`src/rtl/flpd_pkg.sv`:
```
`default_nettype none
// ----------------------------------------------------------------------------
// flpd_pkg: shared types and constants of the line patch decoder
// Phase codes, configuration indexes, reset values and the beat struct that
// travels from the decode core to the output register.
// ----------------------------------------------------------------------------
package flpd_pkg;

    localparam int ADDR_BITS_DEF = 24;

    localparam int BYTE_W   = 8;
    localparam int WADDR_W  = 24;
    localparam int STRIDE_W = 16;
    localparam int BPP_W    = 3;
    localparam int FIELD_W  = 32;
    localparam int RUNS_W   = 16;
    localparam int COPY_W   = 18;
    localparam int CFG_IDX_W = 1;
    localparam int CFG_DATA_W = 16;

    localparam logic [CFG_IDX_W-1:0] CFG_LINE_STRIDE    = 1'd0;
    localparam logic [CFG_IDX_W-1:0] CFG_BYTES_PER_PIXEL = 1'd1;

    localparam logic [STRIDE_W-1:0] LINE_STRIDE_RST = 16'd3072;
    localparam logic [BPP_W-1:0]    BPP_RST         = 3'd3;
    localparam logic [BPP_W-1:0]    BPP_MAX         = 3'd4;

    typedef enum logic [2:0] {
        PH_IDLE  = 3'd0,
        PH_BASE  = 3'd1,
        PH_START = 3'd2,
        PH_COUNT = 3'd3,
        PH_RUNS  = 3'd4,
        PH_SKIP  = 3'd5,
        PH_COPYL = 3'd6,
        PH_DATA  = 3'd7
    } t_phase;

    typedef struct packed {
        logic               vld;
        logic [WADDR_W-1:0] addr;
        logic [BYTE_W-1:0]  data;
    } t_beat;

    // Clamp the pixel size; sizes above four act as four.
    function automatic logic [BPP_W-1:0] pixel_bytes(input logic [BPP_W-1:0] bpp);
        pixel_bytes = (bpp > BPP_MAX) ? BPP_MAX : bpp;
    endfunction

endpackage
`default_nettype wire

```
`src/rtl/flpd_core.sv`:
```
`default_nettype none
// ----------------------------------------------------------------------------
// flpd_core: patch stream decode state and counters
// Assembles header and count fields, tracks lines, runs and copy lengths and
// forms one write beat for each copied byte.
// ----------------------------------------------------------------------------
module flpd_core
    import flpd_pkg::*;
#(
    parameter int ADDR_BITS = ADDR_BITS_DEF
) (
    input  wire logic                i_clk,
    input  wire logic                i_rst_n,
    input  wire logic                i_fire,
    input  wire logic [BYTE_W-1:0]   i_byte,
    input  wire logic                i_fs,
    input  wire logic [STRIDE_W-1:0] i_line_stride,
    input  wire logic [BPP_W-1:0]    i_bpp,
    output t_beat                    o_beat
);

    localparam int PROD_W = FIELD_W + STRIDE_W;
    localparam int SCL_W  = RUNS_W + BPP_W;
    localparam int SKW    = (ADDR_BITS > SCL_W) ? ADDR_BITS : SCL_W;
    localparam int LNW    = (ADDR_BITS > STRIDE_W) ? ADDR_BITS : STRIDE_W;
    localparam int OXW    = (ADDR_BITS > WADDR_W) ? ADDR_BITS : WADDR_W;

    t_phase                r_phase, n_phase;
    logic [1:0]            r_idx, n_idx;
    logic [FIELD_W-1:0]    r_asm, n_asm;
    logic [ADDR_BITS-1:0]  r_line_base, n_line_base;
    logic [FIELD_W-1:0]    r_lines, n_lines;
    logic [RUNS_W-1:0]     r_runs, n_runs;
    logic [COPY_W-1:0]     r_copy, n_copy;
    logic [ADDR_BITS-1:0]  r_col, n_col;

    t_phase                eff_phase;
    logic [1:0]            eff_idx;
    logic [FIELD_W-1:0]    eff_asm;
    logic [FIELD_W-1:0]    asm_new;
    logic                  hdr_field;
    logic                  field_done;
    logic [RUNS_W-1:0]     v16;
    logic [BPP_W-1:0]      pb;
    logic [SCL_W-1:0]      scaled;
    logic [COPY_W-1:0]     copy_new;
    logic [PROD_W-1:0]     start_prod;
    logic                  lines_last;
    logic                  runs_last;
    logic                  copy_last;
    logic                  end_run;
    logic                  end_line;
    logic [ADDR_BITS-1:0]  addr_sum;
    logic [OXW-1:0]        addr_ext;

    // Frame start overrides the phase and restarts field assembly.
    assign eff_phase  = i_fs ? PH_BASE : r_phase;
    assign eff_idx    = i_fs ? 2'd0 : r_idx;
    assign eff_asm    = i_fs ? '0 : r_asm;
    assign asm_new    = eff_asm | (FIELD_W'(i_byte) << {eff_idx, 3'b000});
    assign hdr_field  = (eff_phase == PH_BASE) || (eff_phase == PH_START) ||
                        (eff_phase == PH_COUNT);
    assign field_done = hdr_field ? (eff_idx == 2'd3) : (eff_idx == 2'd1);
    assign v16        = asm_new[RUNS_W-1:0];
    assign pb         = pixel_bytes(i_bpp);
    assign scaled     = SCL_W'(v16) * SCL_W'(pb);
    assign copy_new   = COPY_W'(scaled);
    assign start_prod = PROD_W'(asm_new) * PROD_W'(i_line_stride);
    assign lines_last = (r_lines == FIELD_W'(1));
    assign runs_last  = (r_runs == RUNS_W'(1));
    assign copy_last  = (r_copy == COPY_W'(1));

    // Run and line completion for the current byte.
    always_comb begin
        end_run  = 1'b0;
        end_line = 1'b0;
        case (eff_phase)
            PH_DATA: begin
                end_run = copy_last;
            end
            PH_RUNS: begin
                end_line = field_done && (v16 == '0);
            end
            PH_COPYL: begin
                end_run = field_done && (copy_new == '0);
            end
            default: begin
                end_run = 1'b0;
            end
        endcase
        if (end_run && runs_last) begin
            end_line = 1'b1;
        end
    end

    // Next phase.
    always_comb begin
        n_phase = r_phase;
        if (i_fire) begin
            n_phase = eff_phase;
            if (end_line) begin
                n_phase = lines_last ? PH_IDLE : PH_RUNS;
            end else if (end_run) begin
                n_phase = PH_SKIP;
            end else begin
                case (eff_phase)
                    PH_IDLE: n_phase = PH_IDLE;
                    PH_DATA: n_phase = PH_DATA;
                    PH_BASE: n_phase = field_done ? PH_START : PH_BASE;
                    PH_START: n_phase = field_done ? PH_COUNT : PH_START;
                    PH_COUNT: begin
                        if (field_done) begin
                            n_phase = (asm_new == '0) ? PH_IDLE : PH_RUNS;
                        end
                    end
                    PH_RUNS: n_phase = field_done ? PH_SKIP : PH_RUNS;
                    PH_SKIP: n_phase = field_done ? PH_COPYL : PH_SKIP;
                    PH_COPYL: n_phase = field_done ? PH_DATA : PH_COPYL;
                    default: n_phase = PH_IDLE;
                endcase
            end
        end
    end

    // Counters, field assembly and the write beat.
    assign addr_sum = r_line_base + r_col;
    assign addr_ext = OXW'(addr_sum);

    always_comb begin
        n_idx       = r_idx;
        n_asm       = r_asm;
        n_line_base = r_line_base;
        n_lines     = r_lines;
        n_runs      = r_runs;
        n_copy      = r_copy;
        n_col       = r_col;
        o_beat.vld  = 1'b0;
        o_beat.addr = addr_ext[WADDR_W-1:0];
        o_beat.data = i_byte;
        if (i_fire && (eff_phase != PH_IDLE)) begin
            if (eff_phase == PH_DATA) begin
                o_beat.vld = 1'b1;
                n_idx      = eff_idx;
                n_asm      = eff_asm;
                n_col      = r_col + ADDR_BITS'(1);
                n_copy     = r_copy - COPY_W'(1);
            end else if (!field_done) begin
                n_idx = eff_idx + 2'd1;
                n_asm = asm_new;
            end else begin
                n_idx = 2'd0;
                n_asm = '0;
                case (eff_phase)
                    PH_START: n_line_base = start_prod[ADDR_BITS-1:0];
                    PH_COUNT: n_lines = asm_new;
                    PH_RUNS: begin
                        n_runs = v16;
                        n_col  = '0;
                    end
                    PH_SKIP: n_col = ADDR_BITS'(SKW'(r_col) + SKW'(scaled));
                    PH_COPYL: n_copy = copy_new;
                    default: n_idx = 2'd0;
                endcase
            end
            if (end_run) begin
                n_runs = r_runs - RUNS_W'(1);
            end
            if (end_line) begin
                n_line_base = ADDR_BITS'(LNW'(r_line_base) + LNW'(i_line_stride));
                n_lines     = r_lines - FIELD_W'(1);
            end
        end
    end

    always_ff @(posedge i_clk) begin
        if (!i_rst_n) begin
            r_phase     <= PH_IDLE;
            r_idx       <= '0;
            r_asm       <= '0;
            r_line_base <= '0;
            r_lines     <= '0;
            r_runs      <= '0;
            r_copy      <= '0;
            r_col       <= '0;
        end else begin
            r_phase     <= n_phase;
            r_idx       <= n_idx;
            r_asm       <= n_asm;
            r_line_base <= n_line_base;
            r_lines     <= n_lines;
            r_runs      <= n_runs;
            r_copy      <= n_copy;
            r_col       <= n_col;
        end
    end

`ifndef ASSERT_OFF
    a_copy_live: assert property (@(posedge i_clk) disable iff (!i_rst_n)
        (r_phase == PH_DATA) |-> (r_copy != '0))
        else $error("copy count empty while copying bytes");

    a_lines_live: assert property (@(posedge i_clk) disable iff (!i_rst_n)
        ((r_phase == PH_RUNS) || (r_phase == PH_SKIP) || (r_phase == PH_COPYL) ||
         (r_phase == PH_DATA)) |-> (r_lines != '0))
        else $error("line count empty inside a line");

    a_runs_live: assert property (@(posedge i_clk) disable iff (!i_rst_n)
        ((r_phase == PH_SKIP) || (r_phase == PH_COPYL) || (r_phase == PH_DATA))
        |-> (r_runs != '0))
        else $error("run count empty inside a run");

    a_short_field: assert property (@(posedge i_clk) disable iff (!i_rst_n)
        ((r_phase == PH_RUNS) || (r_phase == PH_SKIP) || (r_phase == PH_COPYL) ||
         (r_phase == PH_DATA) || (r_phase == PH_IDLE)) |-> (r_idx[1] == 1'b0))
        else $error("16-bit field byte index out of range");
`endif

endmodule
`default_nettype wire

```
`src/rtl/fragment_line_patch_decoder.sv`:
```
`default_nettype none
// ----------------------------------------------------------------------------
// fragment_line_patch_decoder: sparse line patch to frame buffer writes
// Top level with configuration registers, input register and output register.
// ----------------------------------------------------------------------------
// The decoder takes one patch byte per beat and gives one address/data write
// for every copied pixel byte; header, count, skip and length bytes give no
// write. A beat with i_frame_start high always opens a new patch header. It
// sustains one byte per clock while the output is not stalled: each byte is
// held in the input register, is decoded in a single pass through the field
// assembler and counters, and lands in the output register, which presents
// its write. Only a stalled output register slows intake; an empty input
// register still takes one byte while a finished write waits, then stalls
// until the write drains.
// Write line_stride and bytes_per_pixel only while no byte or write is in
// flight; a write in the middle of a patch takes effect at its next use.
// ----------------------------------------------------------------------------
module fragment_line_patch_decoder
    import flpd_pkg::*;
#(
    parameter int ADDR_BITS = ADDR_BITS_DEF
) (
    input  wire logic                  i_clk,
    input  wire logic                  i_rst_n,
    // patch byte channel
    input  wire logic                  i_in_valid,
    output logic                       o_in_stall,
    input  wire logic [BYTE_W-1:0]     i_byte_value,
    input  wire logic                  i_frame_start,
    // write channel
    output logic                       o_out_valid,
    input  wire logic                  i_out_stall,
    output logic [WADDR_W-1:0]         o_write_addr,
    output logic [BYTE_W-1:0]          o_write_data,
    // configuration write channel
    input  wire logic                  i_cfg_valid,
    output logic                       o_cfg_ready,
    input  wire logic [CFG_IDX_W-1:0]  i_cfg_index,
    input  wire logic [CFG_DATA_W-1:0] i_cfg_data
);

    logic [STRIDE_W-1:0] r_line_stride;
    logic [BPP_W-1:0]    r_bpp;

    logic                r_in_vld, n_in_vld;
    logic [BYTE_W-1:0]   r_in_byte;
    logic                r_in_fs;

    logic                r_out_vld, n_out_vld;
    logic [WADDR_W-1:0]  r_out_addr;
    logic [BYTE_W-1:0]   r_out_data;

    logic                out_blocked;
    logic                in_take;
    logic                fire;
    t_beat               beat;

    // Configuration: always ready, one register per beat.
    assign o_cfg_ready = 1'b1;

    always_ff @(posedge i_clk) begin
        if (!i_rst_n) begin
            r_line_stride <= LINE_STRIDE_RST;
            r_bpp         <= BPP_RST;
        end else if (i_cfg_valid) begin
            case (i_cfg_index)
                CFG_LINE_STRIDE:     r_line_stride <= i_cfg_data;
                CFG_BYTES_PER_PIXEL: r_bpp <= i_cfg_data[BPP_W-1:0];
                default:             r_bpp <= r_bpp;
            endcase
        end
    end

    // The held byte advances unless the output register is full and stalled.
    // Hold the whole pipe in that case; otherwise take a byte every cycle.
    assign out_blocked = r_out_vld && i_out_stall;
    assign fire        = r_in_vld && !out_blocked;
    assign o_in_stall  = r_in_vld && out_blocked;
    assign in_take     = i_in_valid && !o_in_stall;

    always_comb begin
        n_in_vld = r_in_vld;
        if (in_take) begin
            n_in_vld = 1'b1;
        end else if (fire) begin
            n_in_vld = 1'b0;
        end
    end

    always_ff @(posedge i_clk) begin
        if (!i_rst_n) begin
            r_in_vld <= 1'b0;
        end else begin
            r_in_vld <= n_in_vld;
        end
    end

    // Payload needs no reset.
    always_ff @(posedge i_clk) begin
        if (in_take) begin
            r_in_byte <= i_byte_value;
            r_in_fs   <= i_frame_start;
        end
    end

    flpd_core #(
        .ADDR_BITS (ADDR_BITS)
    ) u_core (
        .i_clk         (i_clk),
        .i_rst_n       (i_rst_n),
        .i_fire        (fire),
        .i_byte        (r_in_byte),
        .i_fs          (r_in_fs),
        .i_line_stride (r_line_stride),
        .i_bpp         (r_bpp),
        .o_beat        (beat)
    );

    // Output register: refill whenever it is empty or being drained.
    always_comb begin
        n_out_vld = r_out_vld;
        if (!out_blocked) begin
            n_out_vld = beat.vld;
        end
    end

    always_ff @(posedge i_clk) begin
        if (!i_rst_n) begin
            r_out_vld <= 1'b0;
        end else begin
            r_out_vld <= n_out_vld;
        end
    end

    always_ff @(posedge i_clk) begin
        if (!out_blocked && beat.vld) begin
            r_out_addr <= beat.addr;
            r_out_data <= beat.data;
        end
    end

    assign o_out_valid  = r_out_vld;
    assign o_write_addr = r_out_addr;
    assign o_write_data = r_out_data;

`ifndef ASSERT_OFF
    a_fire_drains: assert property (@(posedge i_clk) disable iff (!i_rst_n)
        (fire && !in_take) |=> !r_in_vld)
        else $error("input register kept a byte that was decoded");

    a_blocked_holds: assert property (@(posedge i_clk) disable iff (!i_rst_n)
        out_blocked |=> r_out_vld)
        else $error("stalled write dropped from output register");

    a_beat_needs_fire: assert property (@(posedge i_clk) disable iff (!i_rst_n)
        beat.vld |-> fire)
        else $error("write beat formed without a decoded byte");
`endif

endmodule
`default_nettype wire
```
`config.mk`:
```
export PLATFORM = sky130hd
export DESIGN_NAME = fragment_line_patch_decoder
export DESIGN_NICKNAME = d
export VERILOG_FILES = /design/src/rtl/flpd_pkg.sv /design/src/rtl/flpd_core.sv /design/src/rtl/fragment_line_patch_decoder.sv
export SDC_FILE = /design/constraint.sdc
export NUM_CORES = 1
export LEC_CHECK = 0
export BUFFER_PORTS_ARGS = -buffer_cell sky130_fd_sc_hd__buf_2
export CAP_MARGIN = 20
export CORE_MARGIN = 5
export CORE_UTILIZATION = 44
export CTS_BUF_LIST = sky130_fd_sc_hd__clkbuf_4 sky130_fd_sc_hd__clkbuf_8 sky130_fd_sc_hd__clkbuf_16
export DETAILED_ROUTE_END_ITERATION = 8
export MAX_ROUTING_LAYER = met4
export PLACE_DENSITY = 0.71
export SLEW_MARGIN = 15
export SYNTH_ARGS = -nofsm -noshare
export SYNTH_HDL_FRONTEND = slang
export SYNTH_SLANG_ARGS = --single-unit
```
`constraint.sdc`:
```
create_clock -name i_clk -period 13.4 [get_ports i_clk]
set_clock_uncertainty 0.2 [all_clocks]
set_input_delay 0.67 -clock i_clk [delete_from_list [all_inputs] [get_ports i_clk]]
set_output_delay 0.67 -clock i_clk [all_outputs]
set_load 0.1 [all_outputs]
```
# Word level (Yosys, flattened, before mapping)
# Index checks and enable logic that the tools add are counted.
# op_classes
add_sub_neg	8
multipliers	2
n_lt_le_gt_ge	1
n_eq_ne	14
shift	1
muxes	45
bitwise	2
reduce_logical	34
# op_table
operator	count
$mux W32	7
$mux W24	6
$mux W16	4
$mux W18	3
$pmux W24 S2	1
$eq A32 B1 Y1 const B	1
$logic_not A32 Y1	1
$mul A32 B16 Y24	1
$or A32 B32 Y32	1
$shl A8 B5 Y32	1
$sub A32 B1 Y32 const B	1
$add A24 B1 Y24 const B	1
$add A24 B16 Y24	1
$add A24 B19 Y24	1
$add A24 B24 Y24	1
$pmux W3 S8	1
$mux W3	7
$mul A16 B3 Y19	1
$eq A18 B1 Y1 const B	1
$logic_not A18 Y1	1
$sub A18 B1 Y18 const B	1
$eq A16 B1 Y1 const B	1
$logic_not A16 Y1	1
$reduce_bool A2 Y1	8
other kinds (21)	54
# totals
ff_bits	213
wordCells	123

# Logic depth before layout (Yosys ltp)
# logic_depth
ltp_word	11
depth_mapped	29

# Hierarchy
# From an unflattened synthesis, not the netlist that was laid out.
# unflattened
cells_unflattened	2880
hier_area_um2	22801.9
# by_module_without_submodules
mod	instances	cells_each	area_per_inst_um2	seq_area_each_um2
flpd_core	1	2745	20691.1	3022.9
fragment_line_patch_decoder	1	135	2110.8	1651.6

# Worst setup path before layout
# OpenSTA, ideal clock, no wires.
# synth_path
path_kind	register -> register
from	reg r_in_fs
to	reg u_core.r_line_base[23]
setup_time_ns	0.120
t_arrival_ns	6.852
path_slack_ns	6.228
path_stages_with_launch	28
path_buffers	4
synth_period_minus_slack_ns	7.172
path_cell_list	edfxtp_1 -> clkbuf_1 -> buf_1 -> a21oi_1 -> clkbuf_1 -> clkbuf_1 -> nand2_1 -> fa_1 -> fa_1 -> fa_1 -> fa_1 -> inv_1 -> fa_1 -> inv_1 -> fa_1 -> inv_1 -> ha_1 -> a21o_1 -> a21oi_1 -> nor2b_1 -> a311oi_1 -> o31a_1 -> a21oi_1 -> a21o_1 -> a21oi_1 -> xnor2_1 -> nor2_1 -> o31a_1
# synth_between
elab_chain_cells	11
word_cells_on_any_way	36
cone_classes	2 x mul; 9 x eq/ne; 1 x shift; 11 x mux; 1 x bitwise; 12 x reduce/logical
# synth_lines
element	line_no	source
start: declaration	fragment_line_patch_decoder.sv:47	logic r_in_fs;
start signal: assignment	fragment_line_patch_decoder.sv:102	r_in_fs <= i_frame_start;
$mux W2 / $mux W3 (equally long branches)	flpd_core.sv:58, flpd_core.sv:57	
$shl A8 B5 Y32, or another cell as far along	flpd_core.sv:60	assign asm_new = eff_asm | (FIELD_W'(i_byte) << {eff_idx, 3'b000});
$or A32 B32 Y32 / $logic_or A1 B1 Y1 (equally long branches)	flpd_core.sv:60, flpd_core.sv:61	
$mul A16 B3 Y19 / $logic_or A1 B1 Y1 (equally long branches)	flpd_core.sv:66, flpd_core.sv:61	
$logic_not A18 Y1 / $mux W1 (equally long branches)	flpd_core.sv:85, flpd_core.sv:63	
$logic_and A1 B1 Y1	flpd_core.sv:85	end_run = field_done && (copy_new == '0);
$pmux W1 S2	flpd_core.sv:77	case (eff_phase)
$logic_and A1 B1 Y1	flpd_core.sv:91	if (end_run && runs_last) begin
$mux W1	flpd_core.sv:91	
$ne A2 B1 Y1 (no source line) / $reduce_bool A2 Y1 (equally long branches)	n/a	
$reduce_and A4 Y1 (no source line)	n/a	
end signal: assignment	flpd_core.sv:189	r_line_base <= n_line_base;
end: declaration	flpd_core.sv:31	logic [ADDR_BITS-1:0] r_line_base, n_line_base;
# Parallel ways exist; a longest one is shown, timed or not. The select of a mux whose other input is x is not followed.
# A chain may end at the register's enable or synchronous reset.

# Worst setup path in the final report
# Same ends and word-level chain as after synthesis.

==> results_dict.tcl <==
set metrics [dict create \
    route.vias.total 20200 \
    post_synth_and_or_nand_nor_area_fraction_pct 22.9 \
    clk_latency_ns 0.58 \
    startpoint_type "register" \
    detailedRoute.firstIterationViolations 1847 \
    worst_ep_arrival_time_ns 7.96 \
    first_global_vias 19900 \
    number_of_enable_type_register_cells_in_the_synthesized_netlist 41 \
    grt_met3_usage_pct 3.61 \
    timing.hold.worst.class "input port to register" \
    placement_rows 83 \
    synthesis.area_um2 22700 \
    most_common_cell_after_layout_fill_and_taps_aside "sky130_fd_sc_hd__nand2_1" \
    place.gp.congestion 0.901 \
    vias_per_cell 5.68 \
    cts_resized 0 \
    grt.met1_usage_pct 30.3 \
    synth_fp_nets 3251 \
    grt_most_used_layer "met2" \
    drt.antenna.violating_nets 0 \
    grt_antenna_before_repair 2 \
    clk_pin_slew_worst_paths_ns 0.06 \
    fp.dieArea_um2 56200 \
    final-setup-viol-count 0 \
    fmaxAchievable_mhz 130 \
    most-common-layout-cells "sky130_fd_sc_hd__nand2_1 (414), sky130_fd_sc_hd__inv_1 (305), sky130_fd_sc_hd__fa_1 (210), sky130_fd_sc_hd__nor2_1 (198), sky130_fd_sc_hd__dfxtp_1 (172)" \
    route.final.wire_length_um 64300 \
    max-clock-path-buffers 3 \
    globalRouteTotalUtil_pct 23.1 \
    portBuffers 64 \
    post_cts.repair.setup_buffers 0 \
    finalMaxSlewViolations 0 \
    yosys_register_bits 213 \
    area_after_dpl_um2 23700 \
    synth_top_family_by_area "adder cells" \
    worstPathMaxFanout 66 \
    cap_viol_max_count 0 \
    die_w_um 237 \
    cts-hold-fix-buffers 0 \
    tritoncts_clock_tree "built" \
    min_period_over_period_pct 57.5 \
    endpoint_kind "register" \
    parity_gate_share_of_the_synthesized_area_counting_xor_and_xnor_cells_pct 4.02 \
    finish.instance_area_um2 24600 \
    global_route_wire_length_before_repair_um 105000 \
    required_ns 13.66 \
    fin_crit_ns 7.70 \
    stdcell_count 3557 \
    synth_seq_area_share_pct 20.6 \
    drt_first_pass_iters 8 \
    gr-total-overflow 0 \
    synth_ff_type "sky130_fd_sc_hd__dfxtp_1" \
    cts_max_level 1 \
    avgRoutedWirePerCell_um 18.1 \
    design.final.nets 3235 \
    drive_gt1_share_pct 6.68 \
    core_area_um2 51200 \
    power.total_w 0.00208 \
    finalHoldViolCount 0 \
    synth.distinct_cells 83 \
    rsz0062_at_grt "no" \
    pin_count 66 \
    total_leakage_power_nw 10.7 \
    tritoncts_buffers 26 \
    outcome "complete, no violations" \
    synth.avg_cell_area_um2 7.90 \
    synth_compound_gate_area_share_pct 18.0 \
    clock_tree.root_cell "sky130_fd_sc_hd__clkbuf_16" \
    path_class "register to register" \
    setup_tns_ns 0 \
    pin_count_of_the_biggest_net_entering_global_routing 73 \
    multiplexer_share_of_the_synthesized_area_pct 0.447 \
    post_synth_inst_count 2870 \
    setup_slack_placement_ns 5.78 \
    fp.dieH_um 237 \
    starting_density_of_the_core_pct 44.3 \
    worst-slew-pin-transition_ns 1.18 \
    placedCellCount 3506 \
    area_growth_syn_to_layout_pct 8.41 \
    met2_track_usage_gr_pct 37.9 \
    yosys_warnings 0 \
    drc_errors 0 \
    fin_ws_ns 5.70 \
    adder_and_majority_cell_fraction_of_the_synthesized_area_pct 26.3 \
    place_hpwl_um 47600 \
    irDropWorstVdd_mv 0.0900 \
    total_power_per_unit_cell_area_nw_per_um2 84.5 \
    async_s_r_ff_share_synth_pct 0 \
    slew_headroom_pct 21.4 \
    numClockSinks 213 \
]
[registers in the layout, indices dropped and copies added, names as in the netlist]
name / count
o_out_valid: 1
o_write_addr: 24
o_write_data: 8
r_bpp: 3
r_in_byte: 8
r_in_fs: 1
r_in_vld: 1
r_line_stride: 16
u_core.r_asm: 32
u_core.r_col: 24
u_core.r_copy: 18
u_core.r_idx: 2
u_core.r_line_base: 24
u_core.r_lines: 32
u_core.r_phase: 3
u_core.r_runs: 16
[synthesized netlist by cell type, types with 20 or more instances]
| cell type | count | area, µm² |
|---|---|---|
| sky130_fd_sc_hd__fa_1 | 210 | 4200 |
| sky130_fd_sc_hd__nor2b_1 | 36 | 225 |
| sky130_fd_sc_hd__xnor2_1 | 63 | 552 |
| sky130_fd_sc_hd__xor2_1 | 41 | 359 |
| sky130_fd_sc_hd__nor2_1 | 200 | 751 |
| sky130_fd_sc_hd__nand2_1 | 414 | 1550 |
| sky130_fd_sc_hd__o21ai_1 | 23 | 115 |
| sky130_fd_sc_hd__ha_1 | 140 | 1750 |
| sky130_fd_sc_hd__nor3_1 | 55 | 275 |
| sky130_fd_sc_hd__o21a_1 | 29 | 218 |
| sky130_fd_sc_hd__o22ai_1 | 20 | 125 |
| sky130_fd_sc_hd__a21boi_0 | 71 | 533 |
| sky130_fd_sc_hd__a21oi_1 | 168 | 841 |
| sky130_fd_sc_hd__nand3_1 | 92 | 460 |
| sky130_fd_sc_hd__nor4_1 | 22 | 138 |
| sky130_fd_sc_hd__o21ai_0 | 143 | 716 |
| sky130_fd_sc_hd__inv_1 | 305 | 1140 |
| sky130_fd_sc_hd__edfxtp_1 | 41 | 1230 |
| sky130_fd_sc_hd__a31oi_1 | 23 | 144 |
| sky130_fd_sc_hd__dfxtp_1 | 172 | 3440 |
| sky130_fd_sc_hd__or3_1 | 34 | 213 |
| sky130_fd_sc_hd__clkbuf_1 | 128 | 480 |
| sky130_fd_sc_hd__nand2b_1 | 36 | 225 |
| sky130_fd_sc_hd__and2_1 | 126 | 788 |
[worst paths after layout]
kind / startpoint / end / slack (ns) / cells after the start
max: r_in_fs / u_core.r_line_base[23] / 5.70 / 24
min: i_byte_value[4] / r_in_byte[4] / 0.07 / 1
max reg2reg: r_in_fs / u_core.r_line_base[23] / 5.70 / 24
min reg2reg: u_core.r_runs[14] / u_core.r_runs[14] / 0.26 / 2
[cells by family (layout without fill, tap and decap cells)]
kind of cell,Yosys count,in the layout
XOR/XNOR,104,104
other,1,4
AO/OA/AOI/OAI,640,640
flip-flops,213,213
adder cells (fa/ha/maj),350,350
AND/OR/NAND/NOR,1093,1093
multiplexers,10,10
buffers and inverters,459,463
[final cells by class]
class | instances | area [µm²]
antenna | 3 | 7.51
clock inverter | 13 | 176
clock buffer | 35 | 742
sequential | 213 | 4670
tap | 680 | 851
timing repair buffer | 110 | 668
fill | 4977 | 26600
inverter | 305 | 1140
multi-input combinational | 2198 | 16300
[stage by stage]
step           hold WS, ns  util (%)
4_1_cts             0.0483      48.0
3_3_place_gp         0.244      46.2
3_5_place_dp         0.252      46.2
2_1_floorplan        0.230         -
5_1_grt             0.0495      48.0
6_report            0.0694      48.0
[where the power goes]
| group | total [W] | leakage [nW] | switching (W) | internal, W |
|---|---|---|---|---|
| clock network | 0.000767 | 0.458 | 0.000302 | 0.000465 |
| logic | 0.000631 | 8.40 | 0.000386 | 0.000246 |
| registers | 0.000681 | 1.83 | 0.0000223 | 0.000659 |
| total | 0.00208 | 10.7 | 0.000709 | 0.00137 |
[critical path, stage by stage (launching register included)]
cell and delay (ns):
sky130_fd_sc_hd__edfxtp_1 0.32, sky130_fd_sc_hd__buf_4 0.44, sky130_fd_sc_hd__o21bai_2 0.31, sky130_fd_sc_hd__nand2_1 0.15, sky130_fd_sc_hd__o21ai_1 0.10, sky130_fd_sc_hd__buf_4 0.32
sky130_fd_sc_hd__nand2_1 0.13, sky130_fd_sc_hd__fa_1 0.51, sky130_fd_sc_hd__inv_1 0.07, sky130_fd_sc_hd__ha_1 0.18, sky130_fd_sc_hd__inv_1 0.07, sky130_fd_sc_hd__fa_1 0.46
sky130_fd_sc_hd__nand2b_1 0.19, sky130_fd_sc_hd__a21oi_1 0.18, sky130_fd_sc_hd__xor2_1 0.16, sky130_fd_sc_hd__or4_1 0.56, sky130_fd_sc_hd__and4bb_1 0.28, sky130_fd_sc_hd__o2111ai_1 0.17
sky130_fd_sc_hd__o41ai_4 0.31, sky130_fd_sc_hd__buf_4 0.28, sky130_fd_sc_hd__a41o_2 0.21, sky130_fd_sc_hd__buf_4 0.60, sky130_fd_sc_hd__o21a_1 0.87, sky130_fd_sc_hd__a21boi_1 0.14
sky130_fd_sc_hd__o31a_1 0.33
[layer usage]
layer,wire length (µm),vias to the layer above
li1,-,9591
met1,28000,9811
met2,30000,691
met3,4740,111
met4,1560,0
met5,0,-
Note: power is estimated with default switching activity, not from simulation.
